**src/hw/rtl/tlm_pkg.sv**
```systemverilog
// Shared constants, register codes, status codes and types of the thermistor and light monitor.
// Depends on nothing; every other file of the block uses it.
package tlm_pkg;

	localparam int ADC_BITS_DEF  = 12;
	localparam int TEMP_FRAC_DEF = 8;

	// Field and register widths.
	localparam int BETA_W     = 14;
	localparam int LIMIT_W    = 12;
	localparam int TEMP_W     = 13;
	localparam int PCT_W      = 7;
	localparam int STAT_W     = 2;
	localparam int CFG_DATA_W = 14;
	localparam int CFG_IDX_W  = 3;

	// Logarithm: Q30 mantissa in [1,2) and 16 fraction bits of result.
	localparam int MANT_W     = 31;
	localparam int LOG_FRAC_W = 16;

	// ln(2) in Q30 and T0 = 298.15 K in Q16.
	localparam int              LN2_FRAC = 30;
	localparam logic [29:0]     LN2_Q30  = 30'd744261118;
	localparam int              T0_W     = 25;
	localparam logic [T0_W-1:0] T0_Q16   = 25'd19539558;

	localparam int CLAMP_MARGIN = 10;

	localparam logic signed [TEMP_W-1:0] TEMP_MIN = -13'sd1000;
	localparam logic signed [TEMP_W-1:0] TEMP_MAX = 13'sd3000;
	localparam logic [PCT_W-1:0]         PCT_FULL = 7'd100;

	typedef enum logic [CFG_IDX_W-1:0] {
		REG_BETA,
		REG_DARK,
		REG_BRIGHT,
		REG_ALARM,
		REG_WARN,
		REG_LIGHT_HIGH,
		REG_LIGHT_MID
	} cfg_reg_t;

	localparam logic [STAT_W-1:0] TSTAT_NORMAL   = 2'd0;
	localparam logic [STAT_W-1:0] TSTAT_MEDIUM   = 2'd1;
	localparam logic [STAT_W-1:0] TSTAT_CRITICAL = 2'd2;

	localparam logic [STAT_W-1:0] LSTAT_LOW    = 2'd0;
	localparam logic [STAT_W-1:0] LSTAT_NORMAL = 2'd1;
	localparam logic [STAT_W-1:0] LSTAT_HIGH   = 2'd2;

	localparam logic [STAT_W-1:0] BAND_DARK   = 2'd0;
	localparam logic [STAT_W-1:0] BAND_MID    = 2'd1;
	localparam logic [STAT_W-1:0] BAND_BRIGHT = 2'd2;

	// Light thresholds handed to the light path.
	typedef struct packed {
		logic [LIMIT_W-1:0] dark_limit;
		logic [LIMIT_W-1:0] bright_limit;
		logic [PCT_W-1:0]   high_pct;
		logic [PCT_W-1:0]   mid_pct;
	} light_cfg_t;

endpackage

```
**src/hw/rtl/tlm_light.sv**
```systemverilog
// Two-stage light path: inversion, band, percentage by reciprocal multiply, light status.
// Depends on tlm_pkg.
module tlm_light #(
	parameter int ADC_BITS = tlm_pkg::ADC_BITS_DEF
) (
	input  logic                       clk,
	input  logic                       en,
	input  logic [ADC_BITS-1:0]        raw,
	input  tlm_pkg::light_cfg_t        cfg,
	output logic [tlm_pkg::STAT_W-1:0] band,
	output logic [tlm_pkg::PCT_W-1:0]  pct,
	output logic [tlm_pkg::STAT_W-1:0] lstat
);
	import tlm_pkg::*;

	localparam int ADC_MAX = (1 << ADC_BITS) - 1;
	localparam int X_W     = ADC_BITS + 7;
	localparam int SHIFT   = X_W;
	localparam int RECIP   = (1 << SHIFT) / ADC_MAX;
	localparam int K       = 100 * RECIP;
	localparam int K_W     = $clog2(K + 1);
	localparam int P_W     = ADC_BITS + K_W;
	localparam int CMP_W   = (ADC_BITS > LIMIT_W) ? ADC_BITS : LIMIT_W;

	logic [ADC_BITS-1:0] inv;
	logic [P_W-1:0]      est;
	logic [STAT_W-1:0]   band_nx;
	logic [X_W-1:0]      x_s1;
	logic [PCT_W-1:0]    q0_s1;
	logic [STAT_W-1:0]   band_s1;
	logic [X_W:0]        rem;
	logic [PCT_W-1:0]    pct_nx;
	logic [STAT_W-1:0]   lstat_nx;

	assign inv = ADC_BITS'(ADC_MAX) - raw;
	assign est = P_W'(inv) * P_W'(K);

	// The dark test goes first, so it wins over mid where the limits cross.
	always_comb begin
		priority if (CMP_W'(inv) < CMP_W'(cfg.dark_limit)) begin
			band_nx = BAND_DARK;
		end else if (CMP_W'(inv) <= CMP_W'(cfg.bright_limit)) begin
			band_nx = BAND_MID;
		end else begin
			band_nx = BAND_BRIGHT;
		end
	end

	always_ff @(posedge clk) begin
		if (en) begin
			x_s1    <= X_W'(inv) * X_W'(100);
			q0_s1   <= PCT_W'(est >> SHIFT);
			band_s1 <= band_nx;
		end
	end

	// The estimate is low by at most one; the remainder decides the correction.
	assign rem    = (X_W+1)'(x_s1) + (X_W+1)'(q0_s1) - ((X_W+1)'(q0_s1) << ADC_BITS);
	assign pct_nx = q0_s1 + PCT_W'(rem >= (X_W+1)'(ADC_MAX));

	always_comb begin
		priority if (pct_nx > cfg.high_pct) begin
			lstat_nx = LSTAT_HIGH;
		end else if (pct_nx > cfg.mid_pct) begin
			lstat_nx = LSTAT_NORMAL;
		end else begin
			lstat_nx = LSTAT_LOW;
		end
	end

	always_ff @(posedge clk) begin
		if (en) begin
			band  <= band_s1;
			pct   <= pct_nx;
			lstat <= lstat_nx;
		end
	end

endmodule

```
**config.mk**
```make
export PLATFORM = sky130hd
export DESIGN_NAME = tlm_light
export DESIGN_NICKNAME = d
export VERILOG_FILES = /design/src/hw/rtl/tlm_pkg.sv /design/src/hw/rtl/tlm_light.sv
export SDC_FILE = /design/constraint.sdc
export NUM_CORES = 1
export LEC_CHECK = 0
export ABC_AREA = 0
export BUFFER_PORTS_ARGS = -buffer_cell sky130_fd_sc_hd__buf_2
export CAP_MARGIN = 20
export CORE_UTILIZATION = 57
export CTS_CLUSTER_SIZE = 20
export DETAILED_ROUTE_END_ITERATION = 12
export PLACE_DENSITY_LB_ADDON = 0.2
export SYNTH_ARGS = -nofsm -noshare
export SYNTH_HDL_FRONTEND = slang
export SYNTH_SLANG_ARGS = --single-unit
```
**constraint.sdc**
```tcl
create_clock -name clk -period 5.44 [get_ports clk]
set_clock_uncertainty 0.2 [all_clocks]
set_input_delay 1.088 -clock clk [delete_from_list [all_inputs] [get_ports clk]]
set_output_delay 1.088 -clock clk [all_outputs]
set_load 0.02 [all_outputs]
```
==> flow_summary.ini <==
[yosys]
total_of_flip_flops_plus_latches_after_synthesis = 30
yosysMostFrequentCell = sky130_fd_sc_hd__inv_1
post_synth_main_area_contributors = sky130_fd_sc_hd__ha_1, sky130_fd_sc_hd__edfxtp_1, sky130_fd_sc_hd__inv_1
register_area_share_after_synthesis_pct = 24.3
synthesis.nets = 563
synthTopCellsByCount = sky130_fd_sc_hd__inv_1, sky130_fd_sc_hd__ha_1, sky130_fd_sc_hd__edfxtp_1, sky130_fd_sc_hd__a21oi_1, sky130_fd_sc_hd__nor2_1
synth_cell_types = 44
avgSynthCellArea_um2 = 9.10
top_cell_type_by_total_area_after_synthesis = sky130_fd_sc_hd__ha_1
syn_area_um2 = 3710
yosys_warnings = 0
syn-instance-count = 408
synth-main-ff-cell = sky130_fd_sc_hd__edfxtp_1
synth_enable_flop_cells = 30
synthArstFlopShare_pct = 0
synth_largest_type_area_fraction_pct = 32.4

[route]
viasPerCell = 5.32
totalWireLength_mm = 6.82
detailedRoute.firstIterationViolations = 81
drt_drc_violations_left = 0
postRouteAntennaNets = 0
routed_wire_length_per_instance_um = 12.3
via_count = 2954
drtPass1Iterations = 4

[floorplanning]
floorplan.rows = 29
fp.dieH_um = 82.7
design.core.area_um2 = 6310
design.die.area_um2 = 6840
initial_core_util_pct = 58.8
top_level_pins = 63
die_w_um = 82.7

[timing]
timing.final.max_slew_violations = 0
finalHoldViolations = 0
finalWorstPathRequiredPeriod_ns = 4.78
totalNegativeSetupSlack_ns = 0
max_slew.worst_pin.slew_ns = 0.665
setup_violations = 0
grt_setup_unrepaired = no
fin_ws_ns = 0.657
max_freq_ghz = 0.209
min_period_over_period_pct = 87.9
max_slew_margin_pct = 55.6

[grt]
global_route.usage.met1_pct = 26.2
grt.total_usage_pct = 22.3
grt_antenna_before_repair = 0
global_route.overflow_total = 0
grt_max_degree = 31
vias_in_the_first_global_route = 2799
gr-max-usage-layer = met2
grt_use_met3_pct = 3.08
met2_demand_to_capacity_share_in_global_routing_pct = 41.1
grt_pass1_wl_mm = 11.6

[final_layout]
final_nets = 632
finish.instance_area_um2 = 4200
antenna_cells_inserted = 0
syn2layout_area_growth_pct = 13.3
layout-drive-gt1-share_pct = 16.1

[critical_path]
crit_end = lstat[0]$_SDFFCE_PN0P_
timing.critical_path.from_type = flop
r2r-end = lstat[0]$_SDFFCE_PN0P_
cell_count_of_the_worst_reg_to_reg_path = 19
critPathLaunch = q0_s1[2]$_DFFE_PP_
worst_r2r_startpoint = q0_s1[2]$_DFFE_PP_
arrival_ns = 4.61
critical_path_type = flop to flop
worstPathRequired_ns = 5.26
worstPathMaxFanout = 4
endpoint_kind = flop
reg2reg_slack_ns = 0.66

[cts]
holdBufCountCts = 0
path_clk_slew_ns = 0.06
cts_repair_resize_count = 0
cts_root_buf = sky130_fd_sc_hd__clkbuf_8
cts_post_setup_buffers_inserted = 0
clkLatencyLatePin_ns = 0.28
clk_path_buf_depth = 2
clock_sink_count = 30
number_of_buffers_inserted_during_clock_tree_synthesis = 5
clock_h_tree_levels = 2
cts_tree = done

[worst_hold_path]
hold_path_class = flop to flop

[placed_design]
finalWeightedCongestion = 0.845
pre_cts_slack_ns = 0.649
hpwlAfterDp_mm = 5.92
place_area_um2 = 4120
port_buffers = 62

[pwr]
power_density_nw_per_um2 = 358
p_leak_nw = 2.26
ir_worst_vdd_mv = 0.267

[job]
max_cap_violations = 0

[status]
run_status = complete, no violations
[cell usage in the layout, fill, tap and decap left out, types with 9 or more instances in the layout]
| master | synthesis | routed |
|---|---|---|
| sky130_fd_sc_hd__ha_1 | 96 | 96 |
| sky130_fd_sc_hd__xnor2_1 | 14 | 14 |
| sky130_fd_sc_hd__a21oi_1 | 19 | 19 |
| sky130_fd_sc_hd__nor2_1 | 18 | 18 |
| sky130_fd_sc_hd__edfxtp_1 | 30 | 30 |
| sky130_fd_sc_hd__nor3_1 | 9 | 9 |
| sky130_fd_sc_hd__inv_1 | 100 | 100 |
| sky130_fd_sc_hd__o21a_1 | 12 | 12 |
| sky130_fd_sc_hd__buf_2 | 0 | 62 |
| sky130_fd_sc_hd__nand2_1 | 12 | 12 |
[worst min path at each step]
stage	startpoint	endpoint	slack [ns]	cells after the start
after floorplan	band_s1[0]$_SDFFCE_PN0P_	band[0]$_DFFE_PP_	0.20	0
after global placement	band_s1[0]$_SDFFCE_PN0P_	band[0]$_DFFE_PP_	0.20	0
after detailed placement	band_s1[0]$_SDFFCE_PN0P_	band[0]$_DFFE_PP_	0.21	0
after CTS	band_s1[0]$_SDFFCE_PN0P_	band[0]$_DFFE_PP_	0.22	0
after global routing	band_s1[0]$_SDFFCE_PN0P_	band[0]$_DFFE_PP_	0.22	0
final	band_s1[0]$_SDFFCE_PN0P_	band[0]$_DFFE_PP_	0.22	0
[final cells by class]
cell class                 count  area [µm²]
clock buffer                   5        68.8
clock inverter                 3        16.3
fill                         525        2110
inverter                     101         379
multi-input combinational    277        2430
sequential                    30         901
tap                           77        96.3
timing repair buffer          62         310
[registers in the layout (all words and copies together) (netlist names)]
signal / count
x_s1: 10
q0_s1: 7
band_s1: 2
lstat: 2
band: 2
pct: 7
[power by group]
group          internal [mW]  switching (mW)
logic                  0.424           0.535
clock network         0.0873          0.0826
registers              0.347          0.0313
[through the flow]
| stage | total power [mW] | instances | hold slack, ns | util, % |
|---|---|---|---|---|
| 6_report | 1.51 | 555 | 0.222 | 66.6 |
| 5_1_grt | 1.68 | 555 | 0.224 | 66.6 |
| 4_1_cts | 1.51 | 555 | 0.222 | 66.6 |
| 3_5_place_dp | 1.33 | 547 | 0.206 | 65.2 |
| 3_3_place_gp | 1.30 | 547 | 0.202 | 65.2 |
| 2_1_floorplan | 1.11 | 408 | 0.200 | - |
[per-layer routing]
layer,part of all wire (%),routed length (µm)
met1,46,3130
met2,48,3290
met3,4.0,276
met4,1.7,116
met5,0,0
[critical path, cell delays in order (launching register included)]
cell                       delay (ns)
sky130_fd_sc_hd__edfxtp_1        0.43
sky130_fd_sc_hd__inv_1           0.09
sky130_fd_sc_hd__ha_1            0.33
sky130_fd_sc_hd__inv_1           0.05
sky130_fd_sc_hd__ha_1            0.27
sky130_fd_sc_hd__nand2b_1        0.08
sky130_fd_sc_hd__a211oi_1        0.37
sky130_fd_sc_hd__o221ai_1        0.22
sky130_fd_sc_hd__o21a_1          0.24
sky130_fd_sc_hd__o311ai_0        0.32
sky130_fd_sc_hd__o211ai_1        0.17
sky130_fd_sc_hd__ha_1            0.24
sky130_fd_sc_hd__ha_1            0.33
sky130_fd_sc_hd__ha_1            0.31
sky130_fd_sc_hd__nor2b_1         0.15
sky130_fd_sc_hd__o21a_1          0.17
sky130_fd_sc_hd__o21a_1          0.16
sky130_fd_sc_hd__o21a_1          0.16
sky130_fd_sc_hd__o211ai_1        0.17
sky130_fd_sc_hd__a211oi_1        0.09
[kinds of logic (layout without fill, tap and decap cells)]
logic type      after synthesis  count (layout)  synth area share, %
compound gates               79              79                 14.6
xor+xnor                     17              17                 4.01
fa+ha+maj                   103             103                 36.1
buf+inv                     101             171                 10.2
flops                        30              30                 24.3
simple gates                 78              78                 10.8
Note: power is estimated with default switching activity, not from simulation.
